[src/sv/ymfr_pkg.sv]
// Package for the Ymodem file receiver core: codes, protocol characters,
// enum types and the per-result record shared by front, queue and back.
// No dependencies.
`default_nettype none
package ymfr_pkg;

  // Default sizing
  localparam int ADDR_WIDTH_DEF  = 20;
  localparam int SIZE_DIGITS_DEF = 16;
  localparam int NAME_LIMIT_DEF  = 64;
  localparam int QUEUE_DEPTH     = 4;

  // Protocol characters
  localparam logic [7:0] CH_SOH   = 8'h01;
  localparam logic [7:0] CH_STX   = 8'h02;
  localparam logic [7:0] CH_EOT   = 8'h04;
  localparam logic [7:0] CH_ACK   = 8'h06;
  localparam logic [7:0] CH_NAK   = 8'h15;
  localparam logic [7:0] CH_C     = 8'h43;
  localparam logic [7:0] CH_ZERO  = 8'h30;
  localparam logic [7:0] CH_NINE  = 8'h39;
  localparam logic [7:0] SEQ_CMPL = 8'hff;

  localparam logic [10:0] HEADER_LEN  = 11'd133;
  localparam logic [10:0] POS_MAX     = 11'd2047;
  localparam logic [10:0] HDR_PAYLOAD = 11'd128;
  localparam logic [10:0] SOH_PAYLOAD = 11'd128;
  localparam logic [10:0] STX_PAYLOAD = 11'd1024;

  typedef enum logic [1:0] {
    OP_BYTE    = 2'd0,
    OP_TIMEOUT = 2'd1,
    OP_START   = 2'd2
  } op_e;

  typedef enum logic [1:0] {
    KIND_WRITE = 2'd0,
    KIND_TX    = 2'd1,
    KIND_END   = 2'd2
  } kind_e;

  typedef enum logic [1:0] {
    ST_OK      = 2'd0,
    ST_BAD     = 2'd1,
    ST_TIMEOUT = 2'd2
  } status_e;

  typedef enum logic [1:0] {
    PH_IDLE   = 2'd0,
    PH_HEADER = 2'd1,
    PH_DATA   = 2'd2
  } phase_e;

  typedef enum logic [1:0] {
    PK_NONE = 2'd0,
    PK_SOH  = 2'd1,
    PK_STX  = 2'd2,
    PK_EOT  = 2'd3
  } pkt_e;

  typedef enum logic [1:0] {
    HF_NAME = 2'd0,
    HF_SKIP = 2'd1,
    HF_SIZE = 2'd2,
    HF_DONE = 2'd3
  } field_e;

  // One result without its address and file length
  typedef struct packed {
    kind_e      kind;
    logic [7:0] data;
    status_e    status;
  } res_t;

  localparam int RES_W = $bits(res_t);

  // Queue flags seen by front and back
  typedef struct packed {
    logic full;
    logic empty;
  } q_stat_t;

endpackage
`default_nettype wire

[src/sv/ymfr_fifo.sv]
// Short queue of step records between the front and the back of the
// Ymodem receiver. Depends on ymfr_pkg for the status struct.
`default_nettype none
module ymfr_fifo #(
  parameter int WIDTH = 8,
  parameter int DEPTH = ymfr_pkg::QUEUE_DEPTH
) (
  input  wire logic                clk_i,
  input  wire logic                rst_ni,
  input  wire logic                push_i,
  input  wire logic [WIDTH-1:0]    data_i,
  input  wire logic                pop_i,
  output logic [WIDTH-1:0]         data_o,
  output ymfr_pkg::q_stat_t        stat_o
);

  localparam int PW = (DEPTH > 1) ? $clog2(DEPTH) : 1;
  localparam int CW = $clog2(DEPTH + 1);
  localparam logic [PW-1:0] PTR_LAST = PW'(DEPTH - 1);
  localparam logic [CW-1:0] CNT_FULL = CW'(DEPTH);

  logic [WIDTH-1:0] mem_q [DEPTH];
  logic [PW-1:0]    wr_ptr_q, wr_ptr_d;
  logic [PW-1:0]    rd_ptr_q, rd_ptr_d;
  logic [CW-1:0]    cnt_q, cnt_d;
  logic             do_push, do_pop;

  assign stat_o.full  = (cnt_q == CNT_FULL);
  assign stat_o.empty = (cnt_q == '0);
  assign do_push = push_i && !stat_o.full;
  assign do_pop  = pop_i && !stat_o.empty;
  assign data_o  = mem_q[rd_ptr_q];

  always_comb begin
    wr_ptr_d = wr_ptr_q;
    rd_ptr_d = rd_ptr_q;
    cnt_d    = cnt_q;
    if (do_push) begin
      wr_ptr_d = (wr_ptr_q == PTR_LAST) ? '0 : wr_ptr_q + PW'(1);
    end
    if (do_pop) begin
      rd_ptr_d = (rd_ptr_q == PTR_LAST) ? '0 : rd_ptr_q + PW'(1);
    end
    if (do_push && !do_pop) begin
      cnt_d = cnt_q + CW'(1);
    end else if (do_pop && !do_push) begin
      cnt_d = cnt_q - CW'(1);
    end
  end

  always_ff @(posedge clk_i or negedge rst_ni) begin
    if (!rst_ni) begin
      wr_ptr_q <= '0;
      rd_ptr_q <= '0;
      cnt_q    <= '0;
    end else begin
      wr_ptr_q <= wr_ptr_d;
      rd_ptr_q <= rd_ptr_d;
      cnt_q    <= cnt_d;
    end
  end

  always_ff @(posedge clk_i) begin
    if (do_push) begin
      mem_q[wr_ptr_q] <= data_i;
    end
  end

endmodule
`default_nettype wire

[src/sv/ymfr_front.sv]
// Front of the Ymodem receiver: accepts items, runs the session state and
// packs the results of each step into one queue record. Depends on ymfr_pkg.
`default_nettype none
module ymfr_front #(
  parameter int ADDR_WIDTH  = ymfr_pkg::ADDR_WIDTH_DEF,
  parameter int SIZE_DIGITS = ymfr_pkg::SIZE_DIGITS_DEF,
  parameter int NAME_LIMIT  = ymfr_pkg::NAME_LIMIT_DEF,
  parameter int ENTRY_W     = 2 * ymfr_pkg::RES_W + 2 * ADDR_WIDTH + 2
) (
  input  wire logic                 clk_i,
  input  wire logic                 rst_ni,
  input  wire logic                 valid_i,
  output logic                      ready_o,
  input  wire logic [1:0]           op_i,
  input  wire logic [7:0]           byte_i,
  input  wire logic                 burst_end_i,
  input  wire ymfr_pkg::q_stat_t    q_stat_i,
  output logic                      push_o,
  output logic [ENTRY_W-1:0]        entry_o
);

  localparam int LW = ADDR_WIDTH + 1;
  localparam int PW = ADDR_WIDTH + 5;
  localparam int DW = $clog2(SIZE_DIGITS + 1);
  localparam logic [LW-1:0] MEM_SIZE = {1'b1, {ADDR_WIDTH{1'b0}}};
  localparam logic [DW-1:0] DIG_LIM  = DW'(SIZE_DIGITS);
  localparam logic [8:0]    NAME_LIM = 9'(NAME_LIMIT);

  ymfr_pkg::phase_e phase_q, phase_d;
  ymfr_pkg::pkt_e   pkt_q, pkt_d;
  ymfr_pkg::field_e field_q, field_d;
  logic [10:0]      pos_q, pos_d;
  logic [7:0]       seq_q, seq_d;
  logic             seq_bad_q, seq_bad_d;
  logic             end_pend_q, end_pend_d;
  logic [DW-1:0]    digits_q, digits_d;
  logic [LW-1:0]    size_q, size_d;
  logic [LW-1:0]    wcount_q, wcount_d;
  logic             hdr_empty_q, hdr_empty_d;

  logic             accept;
  logic [1:0]       n_res;
  ymfr_pkg::res_t   r0, r1;
  logic [ADDR_WIDTH-1:0] addr;
  logic [10:0]      d;
  logic [10:0]      pos_inc;
  logic [10:0]      limit;
  logic [PW-1:0]    prod;
  logic             wr;

  assign ready_o = !q_stat_i.full;
  assign accept  = valid_i && ready_o;
  assign push_o  = accept && (n_res != 2'd0);
  assign entry_o = {size_d, addr, r1, r0, n_res[1]};

  assign d       = pos_q - 11'd3;
  assign pos_inc = (pos_q < ymfr_pkg::POS_MAX) ? pos_q + 11'd1 : pos_q;
  assign limit   = (pkt_q == ymfr_pkg::PK_SOH) ? ymfr_pkg::SOH_PAYLOAD
                                               : ymfr_pkg::STX_PAYLOAD;
  // size * 10 + digit, as shifts and adds
  assign prod = ({4'b0000, size_q} << 3) + ({4'b0000, size_q} << 1)
              + PW'(byte_i - ymfr_pkg::CH_ZERO);

  always_comb begin
    phase_d     = phase_q;
    pkt_d       = pkt_q;
    field_d     = field_q;
    pos_d       = pos_q;
    seq_d       = seq_q;
    seq_bad_d   = seq_bad_q;
    end_pend_d  = end_pend_q;
    digits_d    = digits_q;
    size_d      = size_q;
    wcount_d    = wcount_q;
    hdr_empty_d = hdr_empty_q;
    n_res       = 2'd0;
    r0          = '{kind: ymfr_pkg::KIND_WRITE, data: 8'h00, status: ymfr_pkg::ST_OK};
    r1          = '{kind: ymfr_pkg::KIND_WRITE, data: 8'h00, status: ymfr_pkg::ST_OK};
    addr        = '0;
    wr          = 1'b0;

    case (ymfr_pkg::op_e'(op_i))
      ymfr_pkg::OP_START: begin
        pos_d       = '0;
        pkt_d       = ymfr_pkg::PK_NONE;
        seq_d       = '0;
        seq_bad_d   = 1'b0;
        end_pend_d  = 1'b0;
        field_d     = ymfr_pkg::HF_NAME;
        digits_d    = '0;
        size_d      = '0;
        wcount_d    = '0;
        hdr_empty_d = 1'b1;
        phase_d     = ymfr_pkg::PH_HEADER;
        r0.kind     = ymfr_pkg::KIND_TX;
        r0.data     = ymfr_pkg::CH_C;
        n_res       = 2'd1;
      end
      ymfr_pkg::OP_TIMEOUT: begin
        if (phase_q == ymfr_pkg::PH_HEADER) begin
          r0.kind   = ymfr_pkg::KIND_END;
          r0.status = (pos_q != '0) ? ymfr_pkg::ST_BAD : ymfr_pkg::ST_TIMEOUT;
          n_res     = 2'd1;
        end else if (phase_q == ymfr_pkg::PH_DATA) begin
          r0.kind   = ymfr_pkg::KIND_END;
          n_res     = 2'd1;
        end
        phase_d = ymfr_pkg::PH_IDLE;
        pos_d   = '0;
      end
      ymfr_pkg::OP_BYTE: begin
        if (phase_q != ymfr_pkg::PH_IDLE) begin
          // per-byte packet decode
          if (pos_q == 11'd0) begin
            case (byte_i)
              ymfr_pkg::CH_SOH: pkt_d = ymfr_pkg::PK_SOH;
              ymfr_pkg::CH_STX: pkt_d = ymfr_pkg::PK_STX;
              ymfr_pkg::CH_EOT: pkt_d = ymfr_pkg::PK_EOT;
              default:          pkt_d = ymfr_pkg::PK_NONE;
            endcase
            seq_bad_d = 1'b1;
          end else if (pos_q == 11'd1) begin
            seq_d = byte_i;
          end else if (pos_q == 11'd2) begin
            seq_bad_d = ((seq_q ^ byte_i) != ymfr_pkg::SEQ_CMPL);
          end else if (phase_q == ymfr_pkg::PH_HEADER) begin
            if (d < ymfr_pkg::HDR_PAYLOAD) begin
              if (d == 11'd0) begin
                hdr_empty_d = (byte_i == 8'h00);
              end
              case (field_q)
                ymfr_pkg::HF_NAME: begin
                  if (byte_i == 8'h00) begin
                    field_d = ymfr_pkg::HF_SIZE;
                  end else if ({2'b00, d[6:0]} + 9'd1 >= NAME_LIM) begin
                    field_d = ymfr_pkg::HF_SKIP;
                  end
                end
                ymfr_pkg::HF_SKIP: field_d = ymfr_pkg::HF_SIZE;
                ymfr_pkg::HF_SIZE: begin
                  if (byte_i >= ymfr_pkg::CH_ZERO && byte_i <= ymfr_pkg::CH_NINE) begin
                    size_d   = (prod > {4'b0000, MEM_SIZE}) ? MEM_SIZE : prod[LW-1:0];
                    digits_d = digits_q + DW'(1);
                    if (digits_q + DW'(1) >= DIG_LIM) begin
                      field_d = ymfr_pkg::HF_DONE;
                    end
                  end else begin
                    field_d = ymfr_pkg::HF_DONE;
                  end
                end
                default: ;
              endcase
            end
          end else begin
            if ((pkt_q == ymfr_pkg::PK_SOH || pkt_q == ymfr_pkg::PK_STX) &&
                !end_pend_q && !seq_bad_q && d < limit && wcount_q < size_q) begin
              wr       = 1'b1;
              r0.kind  = ymfr_pkg::KIND_WRITE;
              r0.data  = byte_i;
              addr     = wcount_q[ADDR_WIDTH-1:0];
              n_res    = 2'd1;
              wcount_d = wcount_q + LW'(1);
            end
          end
          pos_d = pos_inc;

          // end of burst: answer the packet
          if (burst_end_i) begin
            if (phase_q == ymfr_pkg::PH_HEADER) begin
              if (pos_inc != ymfr_pkg::HEADER_LEN || seq_bad_d) begin
                r0.kind   = ymfr_pkg::KIND_END;
                r0.status = ymfr_pkg::ST_BAD;
                n_res     = 2'd1;
                phase_d   = ymfr_pkg::PH_IDLE;
              end else begin
                if (hdr_empty_d) begin
                  size_d = '0;
                end
                r0.kind = ymfr_pkg::KIND_TX;
                r0.data = ymfr_pkg::CH_ACK;
                r1.kind = ymfr_pkg::KIND_TX;
                r1.data = ymfr_pkg::CH_C;
                n_res   = hdr_empty_d ? 2'd1 : 2'd2;
                wcount_d   = '0;
                end_pend_d = 1'b0;
                phase_d    = ymfr_pkg::PH_DATA;
              end
            end else if (pkt_d == ymfr_pkg::PK_SOH || pkt_d == ymfr_pkg::PK_STX) begin
              // a write of this byte, if any, takes the first slot
              if (wr) begin
                n_res = 2'd2;
                r1.kind = ymfr_pkg::KIND_TX;
                r1.data = ymfr_pkg::CH_ACK;
              end else begin
                n_res = 2'd1;
                r0.kind = ymfr_pkg::KIND_TX;
                r0.data = ymfr_pkg::CH_ACK;
              end
              if (end_pend_q) begin
                end_pend_d = 1'b0;
              end else if (seq_bad_d) begin
                phase_d = ymfr_pkg::PH_IDLE;
                if (wr) begin
                  r1.kind   = ymfr_pkg::KIND_END;
                  r1.data   = 8'h00;
                  r1.status = ymfr_pkg::ST_BAD;
                end else begin
                  r0.kind   = ymfr_pkg::KIND_END;
                  r0.data   = 8'h00;
                  r0.status = ymfr_pkg::ST_BAD;
                end
              end
            end else if (pkt_d == ymfr_pkg::PK_EOT) begin
              r0.kind = ymfr_pkg::KIND_TX;
              if (!end_pend_q) begin
                end_pend_d = 1'b1;
                r0.data    = ymfr_pkg::CH_NAK;
                n_res      = 2'd1;
              end else begin
                r0.data = ymfr_pkg::CH_ACK;
                r1.kind = ymfr_pkg::KIND_TX;
                r1.data = ymfr_pkg::CH_C;
                n_res   = 2'd2;
              end
            end
            pos_d    = '0;
            pkt_d    = ymfr_pkg::PK_NONE;
            field_d  = ymfr_pkg::HF_NAME;
            digits_d = '0;
          end
        end
      end
      default: ;
    endcase
  end

  always_ff @(posedge clk_i or negedge rst_ni) begin
    if (!rst_ni) begin
      phase_q     <= ymfr_pkg::PH_IDLE;
      pkt_q       <= ymfr_pkg::PK_NONE;
      field_q     <= ymfr_pkg::HF_NAME;
      pos_q       <= '0;
      seq_q       <= '0;
      seq_bad_q   <= 1'b0;
      end_pend_q  <= 1'b0;
      digits_q    <= '0;
      size_q      <= '0;
      wcount_q    <= '0;
      hdr_empty_q <= 1'b1;
    end else if (accept) begin
      phase_q     <= phase_d;
      pkt_q       <= pkt_d;
      field_q     <= field_d;
      pos_q       <= pos_d;
      seq_q       <= seq_d;
      seq_bad_q   <= seq_bad_d;
      end_pend_q  <= end_pend_d;
      digits_q    <= digits_d;
      size_q      <= size_d;
      wcount_q    <= wcount_d;
      hdr_empty_q <= hdr_empty_d;
    end
  end

endmodule
`default_nettype wire

[src/sv/ymfr_back.sv]
// Back of the Ymodem receiver: pops step records and presents their one or
// two results on a registered output. Depends on ymfr_pkg.
`default_nettype none
module ymfr_back #(
  parameter int ADDR_WIDTH = ymfr_pkg::ADDR_WIDTH_DEF,
  parameter int ENTRY_W    = 2 * ymfr_pkg::RES_W + 2 * ADDR_WIDTH + 2
) (
  input  wire logic                  clk_i,
  input  wire logic                  rst_ni,
  input  wire logic [ENTRY_W-1:0]    entry_i,
  input  wire ymfr_pkg::q_stat_t     q_stat_i,
  output logic                       pop_o,
  output logic                       valid_o,
  input  wire logic                  ready_i,
  output ymfr_pkg::kind_e            kind_o,
  output logic [7:0]                 data_o,
  output logic [ADDR_WIDTH-1:0]      addr_o,
  output ymfr_pkg::status_e          status_o,
  output logic [ADDR_WIDTH:0]        len_o,
  output logic                       last_o
);

  logic                  two;
  ymfr_pkg::res_t        r0, r1, res;
  logic [ADDR_WIDTH-1:0] addr;
  logic [ADDR_WIDTH:0]   len;
  logic                  load, take;
  logic                  valid_q, valid_d;
  logic                  second_q, second_d;
  ymfr_pkg::kind_e       kind_q;
  ymfr_pkg::status_e     status_q;
  logic [7:0]            data_q;
  logic [ADDR_WIDTH-1:0] addr_q;
  logic [ADDR_WIDTH:0]   len_q;
  logic                  last_q;

  assign {len, addr, r1, r0, two} = entry_i;

  // the output register frees when empty or taken
  assign load = !valid_q || ready_i;
  assign take = load && !q_stat_i.empty;
  assign res  = second_q ? r1 : r0;

  always_comb begin
    valid_d  = valid_q;
    second_d = second_q;
    pop_o    = 1'b0;
    if (load) begin
      valid_d = !q_stat_i.empty;
      if (take) begin
        if (second_q || !two) begin
          pop_o    = 1'b1;
          second_d = 1'b0;
        end else begin
          second_d = 1'b1;
        end
      end
    end
  end

  always_ff @(posedge clk_i or negedge rst_ni) begin
    if (!rst_ni) begin
      valid_q  <= 1'b0;
      second_q <= 1'b0;
    end else begin
      valid_q  <= valid_d;
      second_q <= second_d;
    end
  end

  always_ff @(posedge clk_i) begin
    if (take) begin
      kind_q   <= res.kind;
      data_q   <= res.data;
      status_q <= res.status;
      addr_q   <= second_q ? '0 : addr;
      len_q    <= len;
      last_q   <= second_q || !two;
    end
  end

  assign valid_o  = valid_q;
  assign kind_o   = kind_q;
  assign data_o   = data_q;
  assign addr_o   = addr_q;
  assign status_o = status_q;
  assign len_o    = len_q;
  assign last_o   = last_q;

endmodule
`default_nettype wire

[src/sv/ymodem_file_receiver_core.sv]
// Ymodem file receiver core: one item in per cycle while the queue is not full;
// results pass through the queue and the registered output of the back. A step
// with two results holds the output for both of its results, and a four-record
// queue between the session front and the output back absorbs the difference.
// Reset (asynchronous, active low) puts the session idle with an empty queue.
// Depends on ymfr_pkg, ymfr_front, ymfr_fifo and ymfr_back.
`default_nettype none
module ymodem_file_receiver_core #(
  parameter int ADDR_WIDTH  = ymfr_pkg::ADDR_WIDTH_DEF,
  parameter int SIZE_DIGITS = ymfr_pkg::SIZE_DIGITS_DEF,
  parameter int NAME_LIMIT  = ymfr_pkg::NAME_LIMIT_DEF
) (
  input  wire logic        clk_i,
  input  wire logic        rst_ni,
  // input stream
  input  wire logic        s_axis_tvalid,
  output logic             s_axis_tready,
  input  wire logic [7:0]  s_axis_tdata,   // [7:0] rx_byte
  input  wire logic [1:0]  s_axis_tuser,   // [1:0] operation
  input  wire logic        s_axis_tlast,   // burst_end
  // result stream
  output logic             m_axis_tvalid,
  input  wire logic        m_axis_tready,
  // data_byte, address, status, file_length from bit 0 up, zero padded
  output logic [((2*ADDR_WIDTH+11+7)/8)*8-1:0] m_axis_tdata,
  output logic [1:0]       m_axis_tuser,   // [1:0] kind
  output logic             m_axis_tlast    // last result of the item
);

  localparam int ENTRY_W = 2 * ymfr_pkg::RES_W + 2 * ADDR_WIDTH + 2;
  localparam int USED_W  = 2 * ADDR_WIDTH + 11;
  localparam int TD_W    = ((USED_W + 7) / 8) * 8;

  logic [ENTRY_W-1:0]    push_entry, head_entry;
  logic                  push, pop;
  ymfr_pkg::q_stat_t     q_stat;
  ymfr_pkg::kind_e       kind;
  ymfr_pkg::status_e     status;
  logic [7:0]            data_byte;
  logic [ADDR_WIDTH-1:0] address;
  logic [ADDR_WIDTH:0]   file_length;

  // Front: decode bytes, track the session, build one record per step
  ymfr_front #(
    .ADDR_WIDTH  (ADDR_WIDTH),
    .SIZE_DIGITS (SIZE_DIGITS),
    .NAME_LIMIT  (NAME_LIMIT),
    .ENTRY_W     (ENTRY_W)
  ) u_front (
    .clk_i       (clk_i),
    .rst_ni      (rst_ni),
    .valid_i     (s_axis_tvalid),
    .ready_o     (s_axis_tready),
    .op_i        (s_axis_tuser),
    .byte_i      (s_axis_tdata),
    .burst_end_i (s_axis_tlast),
    .q_stat_i    (q_stat),
    .push_o      (push),
    .entry_o     (push_entry)
  );

  // Queue: hold records until the output side is free
  ymfr_fifo #(
    .WIDTH (ENTRY_W),
    .DEPTH (ymfr_pkg::QUEUE_DEPTH)
  ) u_queue (
    .clk_i  (clk_i),
    .rst_ni (rst_ni),
    .push_i (push),
    .data_i (push_entry),
    .pop_i  (pop),
    .data_o (head_entry),
    .stat_o (q_stat)
  );

  // Back: advance through each record one result per cycle while the output is taken
  ymfr_back #(
    .ADDR_WIDTH (ADDR_WIDTH),
    .ENTRY_W    (ENTRY_W)
  ) u_back (
    .clk_i    (clk_i),
    .rst_ni   (rst_ni),
    .entry_i  (head_entry),
    .q_stat_i (q_stat),
    .pop_o    (pop),
    .valid_o  (m_axis_tvalid),
    .ready_i  (m_axis_tready),
    .kind_o   (kind),
    .data_o   (data_byte),
    .addr_o   (address),
    .status_o (status),
    .len_o    (file_length),
    .last_o   (m_axis_tlast)
  );

  // Pack the result fields, first field lowest
  assign m_axis_tdata = {{(TD_W - USED_W){1'b0}}, file_length, status, address, data_byte};
  assign m_axis_tuser = kind;

endmodule
`default_nettype wire

[config.mk]
export PLATFORM = sky130hd
export DESIGN_NAME = ymodem_file_receiver_core
export DESIGN_NICKNAME = d
export VERILOG_FILES = /design/src/sv/ymfr_pkg.sv /design/src/sv/ymfr_fifo.sv /design/src/sv/ymfr_front.sv /design/src/sv/ymfr_back.sv /design/src/sv/ymodem_file_receiver_core.sv
export SDC_FILE = /design/constraint.sdc
export NUM_CORES = 1
export LEC_CHECK = 0
export ABC_CLOCK_PERIOD_IN_PS = 10420
export BUFFER_PORTS_ARGS = -buffer_cell sky130_fd_sc_hd__buf_2
export CAP_MARGIN = 10
export CORE_UTILIZATION = 30
export CTS_BUF_LIST = sky130_fd_sc_hd__clkbuf_8
export DETAILED_ROUTE_END_ITERATION = 8
export GPL_TIMING_DRIVEN = 0
export MAX_ROUTING_LAYER = met4
export SETUP_SLACK_MARGIN = 0.2
export SLEW_MARGIN = 20
export SYNTH_ARGS = -nofsm -noshare
export SYNTH_HDL_FRONTEND = slang
export SYNTH_HIERARCHICAL = 1
export SYNTH_SLANG_ARGS = --single-unit
[constraint.sdc]
create_clock -name clk_i -period 10.42 [get_ports clk_i]
set_clock_uncertainty 0.2 [all_clocks]
set_input_delay 2.084 -clock clk_i [delete_from_list [all_inputs] [get_ports clk_i]]
set_output_delay 2.084 -clock clk_i [all_outputs]
set_load 0.02 [all_outputs]
==> qor.yml <==
timing:
  setup_viol: 0
  fin_tns_setup_ps: 0
  fin_crit_ps: 7450
  max_slew_margin: 0.347
  hold_viol_final: 0
  worst_pin_slew_ps: 976
  rsz0062_at_grt: "no"
  finalCritPeriodShare: 0.715
  holdWs_ps: 324
  maxSlewViolCount: 0
  fmax_mhz: 134
route:
  vias_per_cell: 5.05
  routed_wl_um: 48500
  routedWlPerCell_um: 18.6
  vias: 13188
  drc: 0
  ant_nets: 0
  drt_iter0_markers: 974
  dr.pass1.iters: 5
place:
  io_buffers: 68
  gp_congestion: 0.887
  hpwl_um: 34500
pwr:
  power_density_mw_per_mm2: 206
  peakVddDrop_mv: 0.0864
  leakage_nw: 8.62
synth:
  syn_inst: 1529
  ys_warn_count: 6
  yosysUniqueCellTypes: 82
  synth_area_mm2: 0.0200
  synth_edf_count: 318
  yosysSeqAreaShare: 0.582
  postSynth.asyncResetShare: 0.209
  synth-main-ff-cell: "edfxtp_1"
  synth.ff_latch_count: 402
  syn-mean-instance-area_um2: 13.1
critical_path:
  crit_type: "primary input to flip-flop"
  endpoint_kind: "flip-flop"
  worstSetupStartpointType: "primary input"
  crit_arrival_ps: 7560
  cp_max_fo: 10
  cp.required_ps: 10520
global_routing:
  antenna_found_initial: 7
  grt-ovfl-total: 0
  grt_util_all_layers: 0.149
  grt_pass1_vias: 13196
  grt_max_degree: 74
  grt_pass1_wl_um: 76200
worst_hold_path:
  hold_class: "flip-flop to flip-flop"
clock_tree:
  cts_setup_buffers: 0
  root_buffer: "clkbuf_8"
  cts.sinks: 402
  hold_buffers: 0
  path_clk_slew_ps: 60
  cts_tree: "done"
  insertion_delay_ps: 640
  cts_resized: 0
  cts.path.max_buffers: 3
  htree_levels: 3
  cts_buffers: 67
layout:
  post-route-util: 0.350
  layout.nets: 1793
  area_growth_pct: 15.0
  drive_gt1_frac: 0.178
floorplan:
  fp-row-count: 94
  start_util: 0.304
  coreArea_mm2: 0.0659
  die_h_um: 260
  die-area_mm2: 0.0678
  io_pins: 76
  fp.dieW_um: 260
outcome:
  status: "completed"
run:
  max-cap-violations: 0
[layout make-up]
type	instances	area (um2)
Fill cell	6439	42800
Timing Repair Buffer	76	547
Clock buffer	70	963
Sequential cell	402	11700
Inverter	64	240
Tap cell	864	1080
Buffer	85	474
Multi-Input combinational cell	988	7740
Antenna cell	8	20.0
Clock inverter	53	317
[layout by cell type (no fill, tap or decap), types with 6 or more instances in the layout]
cell type	synthesis	layout
fa_1	21	21
nand2_1	124	124
and2_1	36	32
ha_1	73	73
inv_1	64	86
dfrtp_1	83	83
a21o_1	23	23
edfxtp_1	318	318
nor2_1	56	56
nand3_1	62	62
a22o_1	13	13
xor2_1	9	9
clkbuf_8	0	70
clkinv_2	0	9
o21ai_0	105	105
diode_2	0	8
a21oi_1	66	65
nand2b_1	10	10
nand4_1	26	26
nor4_1	6	6
clkinv_1	0	13
and3_1	12	12
clkbuf_1	43	43
a31oi_1	17	17
a211oi_1	6	6
o211ai_1	6	6
o31ai_1	11	11
buf_4	18	19
buf_2	13	80
conb_1	2	12
nor3_1	28	26
mux4_2	66	66
o21ai_1	23	23
buf_16	0	7
xnor2_1	18	18
nor2b_1	29	29
mux2_2	16	16
or3_1	15	15
[sequential cells by signal, summed over array words and instances, names as in the netlist, 3 cells and up]
register and count:
u_queue/mem_q 264, u_back/data_o 8, u_front/wcount_q 21, u_queue/cnt_q 3, u_front/seq_q 8, u_back/addr_o 20, u_front/pos_q 11, u_front/size_q 21
u_back/len_o 21, u_front/digits_q 5
[synthesized netlist by cell type (all sizes together) (13+ instances only)]
| cell type | instances | area, um2 |
|---|---|---|
| clkbuf | 43 | 161 |
| or3 | 16 | 105 |
| nor3 | 30 | 160 |
| a21oi | 66 | 330 |
| nand4 | 26 | 163 |
| xnor2 | 18 | 158 |
| a21o | 23 | 173 |
| o31ai | 14 | 138 |
| o21ai | 128 | 641 |
| ha | 73 | 913 |
| fa | 21 | 420 |
| edfxtp | 318 | 9550 |
| mux4 | 66 | 1490 |
| nor2 | 58 | 223 |
| and2 | 37 | 231 |
| nand2 | 124 | 465 |
| nand3 | 62 | 310 |
| a22o | 13 | 114 |
| nor2b | 29 | 181 |
| inv | 64 | 240 |
| buf | 42 | 313 |
| dfrtp | 83 | 2080 |
| a31oi | 17 | 106 |
| mux2 | 18 | 203 |
[worst paths after layout]
path,startpoint,endpoint,slack [ps],cells past startpoint
setup / recovery,s_axis_tdata[6],u_queue/mem_q[2][48]$_DFFE_PP_,2970,16
max in group asynchronous,rst_ni,u_back/valid_o$_DFFE_PN0N_,8310,2
min in group asynchronous,rst_ni,u_front/pos_q[6]$_DFFE_PN0P_,1050,1
hold reg to reg,u_front/seq_q[5]$_DFFE_PN0P_,u_front/seq_q[5]$_DFFE_PN0P_,320,2
setup reg to reg,u_front/pos_q[1]$_DFFE_PN0P_,u_queue/mem_q[3][64]$_DFFE_PP_,3890,19
hold / removal,u_front/seq_q[5]$_DFFE_PN0P_,u_front/seq_q[5]$_DFFE_PN0P_,320,2
[stage by stage]
| stage | instances | total power [mW] | setup WS (ps) | area (um2) |
|---|---|---|---|---|
| finish | 2610 | 4.74 | 2970 | 23000 |
| global route | 2609 | 4.98 | 2470 | 23000 |
| CTS | 2602 | 4.82 | 3000 | 23000 |
| detailed placement | 2479 | 3.46 | 2320 | 21700 |
| global placement | 2471 | 3.42 | 971 | 21500 |
| floorplan | 1539 | 3.03 | 2870 | 20100 |
[metal layers]
metal / routed length [um] / up-vias / track usage
li1: - / 6154 / -
met1: 20900 / 6590 / 0.188
met2: 23600 / 376 / 0.239
met3: 2960 / 68 / 0.0324
met4: 1050 / 0 / 0.0460
met5: 0 / - / -
[critical path, stage by stage]
cell and delay [ps]:
clkbuf_1 530, xnor2_1 210, fa_1 450, ha_1 300
clkbuf_1 190, a21o_1 230, a21oi_1 490, a21oi_1 280
o211a_1 350, or4_1 470, a21boi_0 190, o211a_1 200
clkbuf_1 430, buf_1 370, nand3_1 120, o21ai_0 660
[kinds of logic after synthesis]
logic type | count (synthesis) | synth area share
AOI/OAI and AO/OA | 330 | 0.105
xor gates and xnor gates | 27 | 0.0118
adders and majority gates | 94 | 0.0666
buffers and inverters | 149 | 0.0357
DFF | 402 | 0.582
muxes | 88 | 0.0863
other | 2 | 0.000375
and+or+nand+nor | 437 | 0.112
[report_power, final]
group | switching (mW) | leakage, nW | internal, mW
Clock | 0.635 | 0.737 | 0.704
Sequential | 0.0712 | 4.23 | 2.00
Combinational | 0.781 | 3.66 | 0.543
Total | 1.49 | 8.62 | 3.25
No activity file was read; power rests on OpenSTA's default activity.
